<file path="src/hw/rtl/assert_macros.svh">
// ----------------------------------------------------------------------------
// assert_macros.svh
// assertion helpers clocked on clk_i, with and without the reset guard
// ----------------------------------------------------------------------------
`ifndef ASSERT_MACROS_SVH
`define ASSERT_MACROS_SVH

// checked only while out of reset
`define HTFD_ASSERT(lbl, prop, msg) \
  lbl: assert property (@(posedge clk_i) disable iff (!rst_ni) prop) else $error(msg);

// checked at every edge, reset included
`define HTFD_ASSERT_ALWAYS(lbl, prop, msg) \
  lbl: assert property (@(posedge clk_i) prop) else $error(msg);

`endif

</file>
<file path="src/hw/rtl/htfd_pkg.sv">
// ----------------------------------------------------------------------------
// htfd_pkg
// shared types, constants and functions of the sensor frame decoder
// ----------------------------------------------------------------------------
`default_nettype none

package htfd_pkg;

  // frame byte positions
  localparam logic [2:0] POS_T_HI  = 3'd0;
  localparam logic [2:0] POS_T_LO  = 3'd1;
  localparam logic [2:0] POS_T_CRC = 3'd2;
  localparam logic [2:0] POS_H_HI  = 3'd3;
  localparam logic [2:0] POS_H_LO  = 3'd4;
  localparam logic [2:0] POS_H_CRC = 3'd5;

  localparam logic [7:0] CRC_POLY = 8'h31;
  localparam logic [7:0] CRC_INIT = 8'hFF;

  localparam logic [15:0] FULL_SCALE  = 16'hFFFF;
  localparam logic [14:0] TEMP_SPAN   = 15'd17500;
  localparam logic [14:0] TEMP_OFFSET = 15'd4500;
  localparam logic [13:0] HUMI_SPAN   = 14'd10000;

  localparam int unsigned TEMP_PROD_W = 31;
  localparam int unsigned HUMI_PROD_W = 30;

  typedef enum logic [1:0] {
    ST_OK       = 2'd0,
    ST_TEMP_CRC = 2'd1,
    ST_HUMI_CRC = 2'd2
  } htfd_status_e;

  typedef struct packed {
    logic temp_crc_bad;
    logic humi_crc_bad;
  } htfd_chk_t;

  // crc-8, msb first, no reflection
  function automatic logic [7:0] crc8_update(input logic [7:0] crc, input logic [7:0] b);
    logic [7:0] c;
    c = crc ^ b;
    for (int i = 0; i < 8; i++) begin
      if (c[7]) begin
        c = {c[6:0], 1'b0} ^ CRC_POLY;
      end else begin
        c = {c[6:0], 1'b0};
      end
    end
    return c;
  endfunction

  // floor(x / 65535) for x below 17501 * 65536
  function automatic logic [14:0] div_full_scale(input logic [TEMP_PROD_W-1:0] x);
    logic [14:0] q1;
    logic [16:0] r;
    q1 = x[TEMP_PROD_W-1:16];
    r  = {1'b0, x[15:0]} + {2'b00, q1};
    if (r >= {1'b0, FULL_SCALE}) begin
      return q1 + 15'd1;
    end
    return q1;
  endfunction

endpackage

`default_nettype wire

</file>
<file path="src/hw/rtl/htfd_convert.sv">
// ----------------------------------------------------------------------------
// htfd_convert
// crc status priority and fixed-point scaling of the raw products
// ----------------------------------------------------------------------------
`default_nettype none

module htfd_convert (
  input  logic [htfd_pkg::TEMP_PROD_W-1:0] temp_prod_i,
  input  logic [htfd_pkg::HUMI_PROD_W-1:0] humi_prod_i,
  input  htfd_pkg::htfd_chk_t              chk_i,
  output htfd_pkg::htfd_status_e           status_o,
  output logic signed [14:0]               temp_centi_o,
  output logic [13:0]                      humi_centi_o
);
  import htfd_pkg::*;

  logic [14:0] temp_q;
  logic [14:0] humi_q;

  assign temp_q = div_full_scale(temp_prod_i);
  assign humi_q = div_full_scale({1'b0, humi_prod_i});

  always_comb begin
    priority if (chk_i.temp_crc_bad) begin
      status_o = ST_TEMP_CRC;
    end else if (chk_i.humi_crc_bad) begin
      status_o = ST_HUMI_CRC;
    end else begin
      status_o = ST_OK;
    end
  end

  always_comb begin
    if (status_o == ST_OK) begin
      temp_centi_o = $signed(temp_q - TEMP_OFFSET);
      humi_centi_o = humi_q[13:0];
    end else begin
      temp_centi_o = '0;
      humi_centi_o = '0;
    end
  end

endmodule

`default_nettype wire

</file>
<file path="src/hw/rtl/humidity_temp_frame_decoder.sv">
// ----------------------------------------------------------------------------
// humidity_temp_frame_decoder
// decodes the six-byte temperature/humidity frame of a sensor into a status
// and scaled readings
// ----------------------------------------------------------------------------
// One byte is taken per cycle, back to back, in the order temperature high,
// low, crc, humidity high, low, crc; tuser bit 0 marks the first byte of a
// frame and restarts decoding, but is optional between frames that follow
// each other. Each crc is crc-8 (poly 0x31, init 0xff) over its word. The
// word products are formed when the low byte arrives, so the result (status
// in tuser, temperature in 0.01 degC and humidity in 0.01 %RH in tdata) is
// loaded into the output register on the clock edge that takes the sixth byte.
// Status 1 flags a bad temperature crc and wins over status 2, a bad
// humidity crc; on either error both readings are zero. While a result waits
// and the output side holds off, the input side stalls; with the output side
// ready the sustained rate is one byte per clock.
`default_nettype none

`include "assert_macros.svh"

module humidity_temp_frame_decoder (
  input  logic        clk_i,
  input  logic        rst_ni,
  input  logic        s_axis_tvalid,
  output logic        s_axis_tready,
  input  logic [7:0]  s_axis_tdata,   // [7:0] rx_byte
  input  logic [0:0]  s_axis_tuser,   // [0] frame_start
  output logic        m_axis_tvalid,
  input  logic        m_axis_tready,
  output logic [31:0] m_axis_tdata,   // [14:0] temperature_centi, [28:15] humidity_centi
  output logic [1:0]  m_axis_tuser    // [1:0] status
);
  import htfd_pkg::*;

  logic       s_acc;
  logic [2:0] pos_eff;
  logic [7:0] crc_next;

  logic [2:0]             pos_q,       pos_d;
  logic [7:0]             crc_q,       crc_d;
  logic [7:0]             t_hi_q,      t_hi_d;
  logic [7:0]             h_hi_q,      h_hi_d;
  logic [TEMP_PROD_W-1:0] t_prod_q,    t_prod_d;
  logic [HUMI_PROD_W-1:0] h_prod_q,    h_prod_d;
  logic                   t_bad_q,     t_bad_d;
  logic                   m_valid_q,   m_valid_d;
  htfd_status_e           status_q,    status_d;
  logic signed [14:0]     temp_q,      temp_d;
  logic [13:0]            humi_q,      humi_d;

  htfd_chk_t    chk;
  htfd_status_e cv_status;
  logic signed [14:0] cv_temp;
  logic [13:0]  cv_humi;

  assign s_axis_tready = !m_valid_q || m_axis_tready;
  assign s_acc         = s_axis_tvalid && s_axis_tready;

  assign pos_eff  = (s_axis_tuser[0] || (pos_q > POS_H_CRC)) ? POS_T_HI : pos_q;
  assign crc_next = crc8_update(((pos_eff == POS_T_HI) || (pos_eff == POS_H_HI)) ?
                                CRC_INIT : crc_q, s_axis_tdata);

  assign chk.temp_crc_bad = t_bad_q;
  assign chk.humi_crc_bad = (crc_q != s_axis_tdata);

  htfd_convert u_convert (
    .temp_prod_i  (t_prod_q),
    .humi_prod_i  (h_prod_q),
    .chk_i        (chk),
    .status_o     (cv_status),
    .temp_centi_o (cv_temp),
    .humi_centi_o (cv_humi)
  );

  always_comb begin
    pos_d     = pos_q;
    crc_d     = crc_q;
    t_hi_d    = t_hi_q;
    h_hi_d    = h_hi_q;
    t_prod_d  = t_prod_q;
    h_prod_d  = h_prod_q;
    t_bad_d   = t_bad_q;
    status_d  = status_q;
    temp_d    = temp_q;
    humi_d    = humi_q;
    m_valid_d = m_valid_q && !m_axis_tready;
    if (s_acc) begin
      pos_d = pos_eff + 3'd1;
      unique case (pos_eff)
        POS_T_HI: begin
          crc_d  = crc_next;
          t_hi_d = s_axis_tdata;
        end
        POS_T_LO: begin
          crc_d    = crc_next;
          t_prod_d = TEMP_PROD_W'(TEMP_SPAN) * TEMP_PROD_W'({t_hi_q, s_axis_tdata});
        end
        POS_T_CRC: begin
          t_bad_d = (crc_q != s_axis_tdata);
          crc_d   = CRC_INIT;
        end
        POS_H_HI: begin
          crc_d  = crc_next;
          h_hi_d = s_axis_tdata;
        end
        POS_H_LO: begin
          crc_d    = crc_next;
          h_prod_d = HUMI_PROD_W'(HUMI_SPAN) * HUMI_PROD_W'({h_hi_q, s_axis_tdata});
        end
        POS_H_CRC: begin
          crc_d     = CRC_INIT;
          t_bad_d   = 1'b0;
          pos_d     = POS_T_HI;
          status_d  = cv_status;
          temp_d    = cv_temp;
          humi_d    = cv_humi;
          m_valid_d = 1'b1;
        end
        default: begin
          pos_d = POS_T_HI;
        end
      endcase
    end
  end

  always_ff @(posedge clk_i or negedge rst_ni) begin
    if (!rst_ni) begin
      pos_q     <= POS_T_HI;
      crc_q     <= CRC_INIT;
      t_bad_q   <= 1'b0;
      m_valid_q <= 1'b0;
    end else begin
      pos_q     <= pos_d;
      crc_q     <= crc_d;
      t_bad_q   <= t_bad_d;
      m_valid_q <= m_valid_d;
    end
  end

  always_ff @(posedge clk_i) begin
    t_hi_q   <= t_hi_d;
    h_hi_q   <= h_hi_d;
    t_prod_q <= t_prod_d;
    h_prod_q <= h_prod_d;
    status_q <= status_d;
    temp_q   <= temp_d;
    humi_q   <= humi_d;
  end

  assign m_axis_tvalid = m_valid_q;
  assign m_axis_tuser  = status_q;
  assign m_axis_tdata  = {3'b000, humi_q, temp_q};

  `HTFD_ASSERT_ALWAYS(a_pos_range, pos_q <= POS_H_CRC, "byte position out of frame")
  `HTFD_ASSERT(a_result_after_crc,
    $rose(m_valid_q) |-> $past(s_acc && (pos_eff == POS_H_CRC)),
    "result without a closing crc byte")
  `HTFD_ASSERT(a_error_zero,
    m_valid_q && (status_q != ST_OK) |-> (temp_q == '0) && (humi_q == '0),
    "nonzero reading on crc error")
  `HTFD_ASSERT(a_ok_range,
    m_valid_q && (status_q == ST_OK) |->
      (temp_q >= -15'sd4500) && (temp_q <= 15'sd13000) && (humi_q <= 14'd10000),
    "reading out of range")

endmodule

`default_nettype wire

</file>
<file path="config.mk">
export PLATFORM = sky130hd
export DESIGN_NAME = humidity_temp_frame_decoder
export DESIGN_NICKNAME = d
export VERILOG_FILES = /design/src/hw/rtl/htfd_pkg.sv /design/src/hw/rtl/htfd_convert.sv /design/src/hw/rtl/humidity_temp_frame_decoder.sv
export VERILOG_INCLUDE_DIRS = /design/src /design/src/hw/rtl
export SDC_FILE = /design/constraint.sdc
export NUM_CORES = 1
export LEC_CHECK = 0
export BUFFER_PORTS_ARGS = -buffer_cell sky130_fd_sc_hd__buf_2
export CELL_PAD_IN_SITES_DETAIL_PLACEMENT = 1
export CELL_PAD_IN_SITES_GLOBAL_PLACEMENT = 1
export CORE_MARGIN = 2
export CORE_UTILIZATION = 23
export DETAILED_ROUTE_END_ITERATION = 7
export PLACE_DENSITY_LB_ADDON = 0.1
export SLEW_MARGIN = 10
export SYNTH_ARGS = -nofsm -noshare
export SYNTH_HDL_FRONTEND = slang
export SYNTH_SLANG_ARGS = --single-unit
</file>
<file path="constraint.sdc">
create_clock -name clk_i -period 11.85 [get_ports clk_i]
set_clock_uncertainty 0.2 [all_clocks]
set_input_delay 1.7775 -clock clk_i [delete_from_list [all_inputs] [get_ports clk_i]]
set_output_delay 1.7775 -clock clk_i [all_outputs]
set_load 0.005 [all_outputs]
</file>
Yosys cells after proc, flatten, opt, wreduce, memory -nomap -nowiden. Cells that the tools add are included.

Reductions and logical operators: 21. $mul: 2. Add/subtract/negate cells: 6. Order comparisons: 3. Multiplexer cells: 23. Bitwise logic cells: 9. Equality and inequality tests: 6. Divide/modulo/power cells: 0. Shifts and indexed selects: 0.

Operator list (number): $mux W6 (8); $ge A17 B16 Y1 const B (2); $mux W15 (2); $mul A13 B16 Y29 const A (1); $mux W14 (2); $mul A10 B16 Y26 const A (1); $not A3 Y3 (8); $add A16 B14 Y17 (1); $add A16 B15 Y17 (1); $pmux W8 S2 (1); $add A15 B1 Y15 const B (1); $sub A15 B13 Y15 const B (1); $add A14 B1 Y14 const B (1); $reduce_and A2 Y1 (7); $mux W8 (1); $ne A8 B8 Y1 (1); $xor A8 B8 Y8 (1); $eq A3 B2 Y1 const B (2); $eq A3 B3 Y1 const B (2); $mux W3 (2); $reduce_or A5 Y1 (1); $mux W1 (4); $mux W2 (2); $reduce_bool A2 Y1 (2); 11 further kinds (15).

Output and inout bits: 36. Memories: 0. Input bits: 13. Bits in latches: 0. Memory bits (read-only): 0. Word-level logic and storage cells: 81. Bits in registers: 115. Bits in writable memories: 0.

Depth between registers and ports, before layout. Gate-level depths: netlist (run 1).

Depth in word-level cells: 24. Mapped depth: 23.

Hierarchy. From an unflattened synthesis (run 1), not the netlist that was laid out.

Cell total of the unflattened synthesis: 1256. Area, all modules: 12509.5 µm².

By module, submodules not included: humidity_temp_frame_decoder (sequential area each 3398.3 µm², cells each 871, times used 1, area an instance 9867.0 µm²); htfd_convert (sequential area each 0.0 µm², cells each 385, times used 1, area an instance 2642.5 µm²).

Worst setup path before layout (run 1). OpenSTA, ideal clock, no wires.

Path type: input -> register. Start: input s_axis_tdata[7]. End: register h_prod_q[29] (data pin). Setup time: 258 ps. Data required time: 11392 ps. Path buffers: 1. Slack: 4917 ps. Arrival: 6475 ps. Stages on the path: 23. Cells stage by stage: clkbuf_1 -> inv_1 -> fa_1 -> inv_1 -> ha_1 -> inv_1 -> fa_1 -> inv_1 -> ha_1 -> inv_1 -> fa_1 -> inv_1 -> ha_1 -> a21oi_1 -> o21ai_0 -> nand2_1 -> a21oi_1 -> o41ai_1 -> o21ai_0 -> or4_1 -> a31o_2 -> a21oi_1 -> xnor2_1.

Longest elaborated chain between the ends: 1.

Ends and longest elaborated chain: start, declared (line humidity_temp_frame_decoder.sv:26) `input logic [7:0] s_axis_tdata,`; $mul A10 B16 Y26 (line humidity_temp_frame_decoder.sv:108) `h_prod_d = HUMI_PROD_W'(HUMI_SPAN) * HUMI_PROD_W'({h_hi_q, s_axis_tdata});`; end signal, assigned (line humidity_temp_frame_decoder.sv:144) `h_prod_q <= h_prod_d;`; end, declared (line humidity_temp_frame_decoder.sv:44) `logic [HUMI_PROD_W-1:0] h_prod_q, h_prod_d;`.

No other way between the ends. A chain may end at the register's enable or synchronous reset.

Worst setup path in the final report (run 1).
Start: input s_axis_tdata[5]. End: register h_prod_q[29] (data pin).

Same word-level chain as after synthesis.

==> metrics.txt, run 1 <==
hold crit path type reg2reg; area leader, netlist edfxtp_1; clock network power share 19.8%; die width 232 um; pwr dens 193 nW/um2; worst-skew pair later-pin latency 0.47 ns; fin cells 1934; Maximum Capacitance Violations 0; Pins Over Slew Limit 0; total of cells resized after clock tree synthesis 0; FILL cells 5926; Starting Density 23.2%; Synth top area share 25.7%; Worst-Margin Slew 1.12 ns; Leakage 6.29 nW; sequential power share 23.8%; largest net degree at the start of global routing 32; Register Area 3400 um2; layout cells sized above 1 9.01%; Psw 1.13 mW; warnings from Yosys 0; final hold violations 0; clock sink count 115; Syn-to-layout area delta 13.8%; Crit. End Element flip-flop; status complete, no violations; final setup violation count 0; initial antenna violation count 0; H-tree depth 4; worst setup path class in2reg; GRT Resource Usage Total 12.3%; Final min period 7.10 ns; Slew HR 25.2%; setup TNS 0 ns; routability cong. 0.758; Synth async-reset ratio 11.3%; Avg Vias per Cell 4.22; number of buffers added on ports 45; most common cell after layout, fill and taps aside inv_1; most frequent cells in the layout inv_1, ha_1, edfxtp_1; cts bufs inserted 17; Core Rows 83; routed wire length 30.5 mm; final period utilization 59.9%; CTS Hold Buffers Added 0; # DRC 0; Syn Area/Cell 10.1 um2; Synth area leaders edfxtp_1, ha_1, fa_1; Comb pwr share 56.4%; synth unique cells 77; GRT overflow 0; DIE AREA 53600 um2; Mapped Area 11900 um2; routed vias 8161; core area 51300 um2; Placed Instances 1902; XOR/XNOR Fraction of Synth Area 7.94%; largest family of logic cells by synthesized area adder cells; switching portion of total power 43.2%; flops & latches, synth 115; Int Pwr 1.48 mW; Synth Area in Simple Gates 9.69%; mux share of post-synthesis cell area 0.252%; DPL Wire Length 25.4 mm; RSZ-0062 raised after global routing false; diode count 0; Post-Place Worst Slack 4.22 ns; clock root cell clkbuf_16; multi-input logic area 7520 um2; first-pass GRT wire length 49.6 mm; Compound-Gate Fraction of Synth Area 10.8%; Mapped Cells 1184; WP data required 11.87 ns; Peak Freq 141 MHz; Synth Area in Adders 34.3%; io pins 49; peak supply drop 0.0970 mV; critical path arrival 7.11 ns; R2R Setup Slk 6.02 ns; Clk pin slew, worst setup/hold paths 0.06 ns; drt pass-1 iters 4; via count of the first global-routing pass 8778; Final ANT Viol Nets 0; CTS max path bufs 2; CTS tree done; Primary FF master, synth edfxtp_1; Critical Path Start Type primary input; Setup Buffers After CTS 0; Chip Height 232 um; number of synthesized flops with an enable pin 102; drt wl/cell 15.8 um; final worst setup slack 4.75 ns; post-synthesis sequential area ratio 28.5%; drt initial violations 212; NumNets Final 1531; crit-path max FO 12
through the flow:
step	hold slack, ns	power, mW	util (%)	instance area, um2
2_1_floorplan	0.242	1.73	-	11900
3_3_place_gp	0.257	2.16	25.3	13000
3_5_place_dp	0.277	2.15	25.3	13000
4_1_cts	0.291	2.70	26.4	13600
5_1_grt	0.311	2.92	26.4	13600
6_report	0.284	2.61	26.4	13600
path summary, 6_finish.rpt:
kind	startpoint	cells past startpoint	endpoint
max	s_axis_tdata[5]	23	h_prod_q[29]
min	pos_q[0]	2	pos_q[0]
max reg2reg	t_hi_q[2]	20	t_prod_q[28]
min reg2reg	pos_q[0]	2	pos_q[0]
max in group asynchronous	rst_ni	1	crc_q[5]
min in group asynchronous	rst_ni	1	m_axis_tvalid
synth_stat cells, types with 4 or more instances:
| master | count |
|---|---|
| ha_1 | 195 |
| xor2_1 | 30 |
| a31o_2 | 4 |
| and3_1 | 16 |
| nand4_1 | 6 |
| xnor2_1 | 78 |
| nor2b_1 | 11 |
| dfstp_2 | 8 |
| nor2_1 | 89 |
| and2_1 | 5 |
| nand2_1 | 35 |
| o22a_1 | 4 |
| a21o_1 | 17 |
| o211ai_1 | 4 |
| edfxtp_1 | 102 |
| a211oi_1 | 6 |
| dfrtp_1 | 5 |
| o21a_1 | 9 |
| nand2b_1 | 5 |
| clkbuf_1 | 9 |
| o21bai_1 | 14 |
| inv_1 | 254 |
| nor3_1 | 14 |
| a31oi_1 | 6 |
| a21oi_1 | 54 |
| nand3_1 | 20 |
| or3_1 | 9 |
| o21ai_0 | 23 |
| fa_1 | 82 |
logic make-up after synthesis:
kind of cell | Yosys count
compound gates | 182
other cells | 1
mux | 3
fa+ha+maj | 277
simple gates | 231
xor+xnor | 108
buf+inv | 267
flops | 115
power by group through the flow:
stage                     registers (mW)  clock network, mW  logic [mW]
after floorplan                    0.602                  0        1.13
after global placement             0.633                  0        1.53
after detailed placement           0.633                  0        1.52
after CTS                          0.625              0.540        1.53
after global routing               0.631              0.552        1.73
final                              0.623              0.517        1.47
metal layers:
layer  vias up  part of all wire (%)  global-route usage [%]
met4         0                   2.6                    5.03
met1      3955                    52                    16.9
met2        78                    43                    18.9
met5         -                     0                       0
li1       4093                     -                       -
met3        35                   2.3                    2.34
sequential cells by signal, summed over array words and instances, names as in the netlist:
name and cells:
t_prod_q 29, h_prod_q 26, temp_q 15, humi_q 14, crc_q 8, h_hi_q 8, t_hi_q 8, pos_q 3
m_axis_tuser 2, m_axis_tvalid 1, t_bad_q 1
worst max-delay path, stage by stage:
cell and delay, ns:
buf_2 0.33, inv_1 0.24, fa_1 0.55, inv_1 0.04
ha_1 0.26, inv_1 0.05, fa_1 0.52, inv_1 0.04
ha_1 0.27, inv_1 0.05, fa_1 0.49, inv_1 0.04
ha_1 0.33, a21oi_1 0.21, o21ai_0 0.17, nand2_1 0.12
a21oi_1 0.11, o41ai_1 0.37, o21ai_0 0.19, or4_1 0.44
a31o_2 0.25, a21oi_1 0.16, xnor2_1 0.08
area by class of cell:
class / instances / share of cell area [%]
flip-flops and latches: 115 / 25.1
clock inverters: 15 / 1.11
repair buffers: 49 / 1.88
multi-input cells: 804 / 55.5
clock buffers: 17 / 3.14
inverters: 254 / 7.04
well taps: 680 / 6.28
(Power assumes the default switching activity.)
==> run 2, diff against run 1 <==
- clock period: 11.85 -> 6.9 ns (I/O delays scaled with it)
==> run 2 against run 1 <==
Against the previous run: critical endpoint is now t_prod_q[29]; clock power rose by 77%; sequential power grew 73%; utilization grew 0.22 points; highest routed layer is now met5; combinational power rose by 70%; wire length rose by 0.70%; register-to-register slack worse by 4.9 ns; power grew 72%.
==> metrics.txt, run 2 (synthesis results as in run 1) <==
# DRC 0 (unchanged); Post-Place Cell Area 13100 um2 (was 13000 um2); clock root cell clkbuf_16 (unchanged); cts bufs inserted 17 (unchanged); final period utilization 89.5%; initial antenna violation count 4 (was 0); first-pass GRT wire length 50.0 mm (was 49.6 mm); RSZ-0062 raised after global routing false (unchanged); H-tree depth 4 (unchanged); Leakage 6.37 nW (was 6.29 nW); hold crit path type in2async (was reg2reg); CTS max path bufs 2 (unchanged); crit-path max FO 5 (was 12); Pins Over Slew Limit 0 (unchanged); routed vias 8158 (was 8161); Starting Density 23.2% (unchanged); pwr dens 329 nW/um2 (was 193 nW/um2); critical path arrival 6.20 ns (was 7.11 ns); WP data required 6.92 ns (was 11.87 ns); DPL Wire Length 26.0 mm (was 25.4 mm); Crit. End Element flip-flop (unchanged); DIE AREA 53600 um2 (unchanged); routability cong. 0.798 (was 0.758); Avg Vias per Cell 4.19 (was 4.22); total of cells resized after clock tree synthesis 0 (unchanged); Core Rows 83 (unchanged); Slew HR 27.3% (was 25.2%); layout cells sized above 1 9.87% (was 9.01%); worst-skew pair later-pin latency 0.47 ns (about the same); Setup Buffers After CTS 0 (unchanged); clock sink count 115 (unchanged); number of buffers added on ports 45 (unchanged); Syn-to-layout area delta 14.7% (was 13.8%); largest net degree at the start of global routing 32 (unchanged); status complete, no violations (unchanged); max incr delay on CP 0.52 ns (was 0.55 ns); crit path cell chain buf_2 > ha_1 > inv_1 > fa_1 > inv_1 > ha_1 > ha_1 > inv_1 > fa_1 > inv_1 > ha_1 > a21o_1 > a21oi_1 > nor2b_1 > o21a_1 > o41a_1 > nor2b_1 > nand3b_1 > nand2_1 > o21ai_0 > o41a_1 > a41oi_1 > mux2i_1 > nand2_1 (was buf_2 > inv_1 > fa_1 > inv_1 > ha_1 > inv_1 > fa_1 > inv_1 > ha_1 > inv_1 > fa_1 > inv_1 > ha_1 > a21oi_1 > o21ai_0 > nand2_1 > a21oi_1 > o41ai_1 > o21ai_0 > or4_1 > a31o_2 > a21oi_1 > xnor2_1); Critical Path Start Type primary input (unchanged); Clk pin slew, worst setup/hold paths 0.06 ns (about the same); routed wire length 30.7 mm (was 30.5 mm); worst setup path class in2reg (unchanged); peak supply drop 0.198 mV (was 0.0970 mV); core area 51300 um2 (unchanged); drt wl/cell 15.8 um (about the same); diode count 0 (unchanged); drt pass-1 iters 4 (unchanged); CP max-delay cell fa_1 (unchanged); final instance area 13700 um2 (was 13600 um2); Chip Height 232 um (unchanged); max reg flops 29 (unchanged); Worst-Margin Slew 1.09 ns (was 1.12 ns); drt initial violations 227 (was 212); Top Registers t_prod_q: 29 flops, h_prod_q: 26 flops, temp_q: 15 flops (unchanged); final hold violations 0 (unchanged); Maximum Capacitance Violations 0 (unchanged); most common cell after layout, fill and taps aside inv_1 (unchanged); via count of the first global-routing pass 8784 (was 8778); GRT overflow 0 (unchanged); Biggest register t_prod_q (unchanged); io pins 49 (unchanged); Final ANT Viol Nets 0 (unchanged); Peak Freq 162 MHz; CTS Hold Buffers Added 0 (unchanged); NumNets Final 1543 (was 1531); most frequent cells in the layout inv_1, ha_1, edfxtp_1 (unchanged); die width 232 um (unchanged); GRT Resource Usage Total 12.4% (was 12.3%); CTS tree done (unchanged); Final min period 6.18 ns; setup TNS 0 ns (unchanged); final setup violation count 0 (unchanged)
run 2: worst max-delay path, delay by kind of cell:
kind / cells / cell delay, ns
AND/OR/NAND/NOR: 5 / 0.54
buffers and inverters: 5 / 0.38
adder cells (fa/ha/maj): 6 / 2.17
multiplexers: 1 / 0.25
AO/OA/AOI/OAI: 7 / 1.82
run 2: where the power goes:
part	switching, mW	internal, mW
sequential	0.108	0.973
clock	0.376	0.540
combinational	1.43	1.08
run 2: path summary, 6_finish.rpt:
kind                            startpoint            to  slack [ns]  depth (start not counted)
max reg2reg                      t_hi_q[4]  t_prod_q[28]        1.10                         19
max                        s_axis_tdata[4]  t_prod_q[29]        0.72                         24
min in group clk_i                pos_q[0]      pos_q[0]        0.28                          2
max in group asynchronous           rst_ni      crc_q[2]        5.94                          1
min reg2reg                       pos_q[0]      pos_q[0]        0.28                          2
min                                 rst_ni      pos_q[2]        0.26                          1
run 2: final cells by class:
cell class / count / area (um2)
tap: 680 / 851
timing repair buffer: 61 / 345
clock buffer: 17 / 425
multi-input combinational: 804 / 7520
clock inverter: 15 / 173
sequential: 115 / 3400
inverter: 254 / 953
fill: 5888 / 37600
run 2: metrics by stage:
step	power (mW)	utilization (%)	hold WS, ns	cells	setup slack, ns
2_1_floorplan	2.97	-	0.242	1186	0.710
3_3_place_gp	3.68	25.5	0.259	1914	0.248
3_5_place_dp	3.65	25.5	0.267	1914	0.198
4_1_cts	4.63	26.6	0.232	1946	0.694
5_1_grt	4.99	26.6	0.254	1946	0.339
6_report	4.50	26.6	0.261	1946	0.722
run 2: per-layer routing:
layer | share of wire [%] | GRT usage (%)
met5 | 0.10 | 0
met4 | 1.4 | 3.85
met3 | 3.0 | 2.63
met2 | 44 | 19.1
met1 | 52 | 17.1
==> run 3, diff against run 2 <==
- CTS_BUF_LIST: not set -> sky130_fd_sc_hd__clkbuf_8
==> run 3 against run 2 <==
Against the previous run: sequential power about the same; clock power shrank 26%; cell area shrank 1.4%; count of clock-buffer cells in the layout is the same; first-iteration DRC count fell by 2.2%; critical path type unchanged.
==> metrics.txt, run 3 (synthesis results as in run 1) <==
worst setup path class in2reg (unchanged); layout cells sized above 1 9.87% (unchanged); CP endpoint t_prod_q[29] (unchanged); final instance area 13500 um2 (was 13700 um2); GRT Resource Usage Total 12.4% (about the same); # DRC 0 (unchanged); final hold violations 0 (unchanged); via count of the first global-routing pass 8786 (was 8784); multi-input logic area 7520 um2 (unchanged); FILL cells 5909 (was 5888); clock network power share 16.0% (was 20.3%); fin cells 1947 (was 1946); most frequent cells in the layout inv_1, ha_1, edfxtp_1 (unchanged); core area 51300 um2 (unchanged); Slew HR 27.5% (was 27.3%); Biggest register t_prod_q (unchanged); Leakage 6.28 nW (was 6.37 nW); clock sink count 115 (unchanged); Chip Height 232 um (unchanged); GRT overflow 0 (unchanged); crit-path max FO 5 (unchanged); cts bufs inserted 17 (unchanged); routed wire length 30.8 mm (was 30.7 mm); initial antenna violation count 4 (unchanged); Clk pin slew, worst setup/hold paths 0.09 ns (was 0.06 ns); Setup Buffers After CTS 0 (unchanged); number of buffers added on ports 45 (unchanged); final period utilization 88.6% (was 89.5%); CTS max path bufs 2 (unchanged); Worst-Margin Slew 1.09 ns (about the same); final worst setup slack 0.789 ns (was 0.722 ns); CTS Hold Buffers Added 0 (unchanged); H-tree depth 4 (unchanged); first-pass GRT wire length 50.1 mm (was 50.0 mm); status complete, no violations (unchanged); setup TNS 0 ns (unchanged); drt initial violations 222 (was 227); RSZ-0062 raised after global routing false (unchanged); worst-skew pair later-pin latency 0.54 ns (was 0.47 ns); Final min period 6.11 ns (was 6.18 ns); Core Rows 83 (unchanged); Post-Place Cell Area 13100 um2 (unchanged); clock root cell clkbuf_8 (was clkbuf_16); Worst R2R Path Depth 19 (unchanged); final setup violation count 0 (unchanged); Top Registers t_prod_q: 29 flops, h_prod_q: 26 flops, temp_q: 15 flops (unchanged); critical path arrival 6.19 ns (was 6.20 ns); Register Area 3400 um2 (unchanged); Critical Path Start Type primary input (unchanged); Fin Hold WS 0.198 ns (was 0.261 ns); R2R Path Start t_hi_q[4] (unchanged); Starting Density 23.2% (unchanged); Comb pwr share 58.7% (was 55.6%); DIE AREA 53600 um2 (unchanged); Int Pwr 2.38 mW (was 2.59 mW); drt wl/cell 15.8 um (about the same); largest net degree at the start of global routing 32 (unchanged); CTS tree done (unchanged); Avg Vias per Cell 4.17 (was 4.19); Placed Instances 1914 (unchanged); Pins Over Slew Limit 0 (unchanged); Post-Place Worst Slack 0.198 ns (unchanged); drt pass-1 iters 4 (unchanged); peak supply drop 0.155 mV (was 0.198 mV); io pins 49 (unchanged); Peak Freq 164 MHz (was 162 MHz); sequential power share 25.3% (was 24.0%); routed vias 8124 (was 8158); Crit. End Element flip-flop (unchanged); Final ANT Viol Nets 0 (unchanged); Psw 1.89 mW (was 1.91 mW); hold crit path type in2async (unchanged); NumNets Final 1543 (unchanged); end of the worst register-to-register path t_prod_q[28] (unchanged); WP data required 6.98 ns (was 6.92 ns); max reg flops 29 (unchanged); die width 232 um (unchanged); most common cell after layout, fill and taps aside inv_1 (unchanged); R2R Setup Slk 1.08 ns (was 1.10 ns); routability cong. 0.798 (unchanged); total of cells resized after clock tree synthesis 0 (unchanged); Syn-to-layout area delta 13.1% (was 14.7%); Critical Path Source s_axis_tdata[4] (unchanged); Maximum Capacitance Violations 0 (unchanged); pwr dens 317 nW/um2 (was 329 nW/um2); switching portion of total power 44.2% (was 42.4%); DPL Wire Length 26.0 mm (unchanged)
## run 3: layer usage
layer  wire length, um  GRT usage, %  share of wire [%]
met2             13400          19.1                 44
met3               990          2.89                3.2
met4               420          3.73                1.4
met1             15900          17.1                 52
met5                14             0              0.046
## run 3: area by class of cell
class                           instances  share of cell area (%)
Antenna cell                            1                  0.0186
Clock buffer                           17                    1.74
Clock inverter                         15                    1.28
Inverter                              254                    7.08
Multi-Input combinational cell        804                    55.8
Sequential cell                       115                    25.2
Tap cell                              680                    6.31
Timing Repair Buffer                   61                    2.56
## run 3: per-stage QoR
stage	total power, mW	utilization [%]
finish	4.27	26.3
global route	4.75	26.3
CTS	4.39	26.3
detailed placement	3.65	25.5
global placement	3.68	25.5
floorplan	2.97	-
## run 3: power groups by stage
stage          sequential, mW  clock [mW]  combinational [mW]
6_report                 1.08       0.682                2.50
5_1_grt                  1.09       0.747                2.91
4_1_cts                  1.08       0.728                2.58
3_5_place_dp             1.10           0                2.55
3_3_place_gp             1.10           0                2.58
2_1_floorplan            1.03           0                1.94
## run 3: worst min-delay path by stage
stage | from | endpoint | slack (ns) | cells after the start
2_1_floorplan | pos_q[0] | pos_q[0] | 0.24 | 2
3_3_place_gp | pos_q[0] | pos_q[0] | 0.26 | 2
3_5_place_dp | pos_q[0] | pos_q[0] | 0.27 | 2
4_1_cts | rst_ni | pos_q[2] | 0.12 | 1
5_1_grt | rst_ni | pos_q[2] | 0.15 | 1
6_report | rst_ni | pos_q[2] | 0.20 | 1
## run 3: critical path, cell delays in order
cell and delay, ns:
buf_2 0.16, ha_1 0.29, inv_1 0.05, fa_1 0.50
inv_1 0.05, ha_1 0.29, ha_1 0.28, inv_1 0.05
fa_1 0.52, inv_1 0.07, ha_1 0.29, a21o_1 0.18
a21oi_1 0.21, nor2b_1 0.07, o21a_1 0.18, o41a_1 0.36
nor2b_1 0.15, nand3b_1 0.17, nand2_1 0.08, o21ai_0 0.13
o41a_1 0.39, a41oi_1 0.37, mux2i_1 0.25, nand2_1 0.06
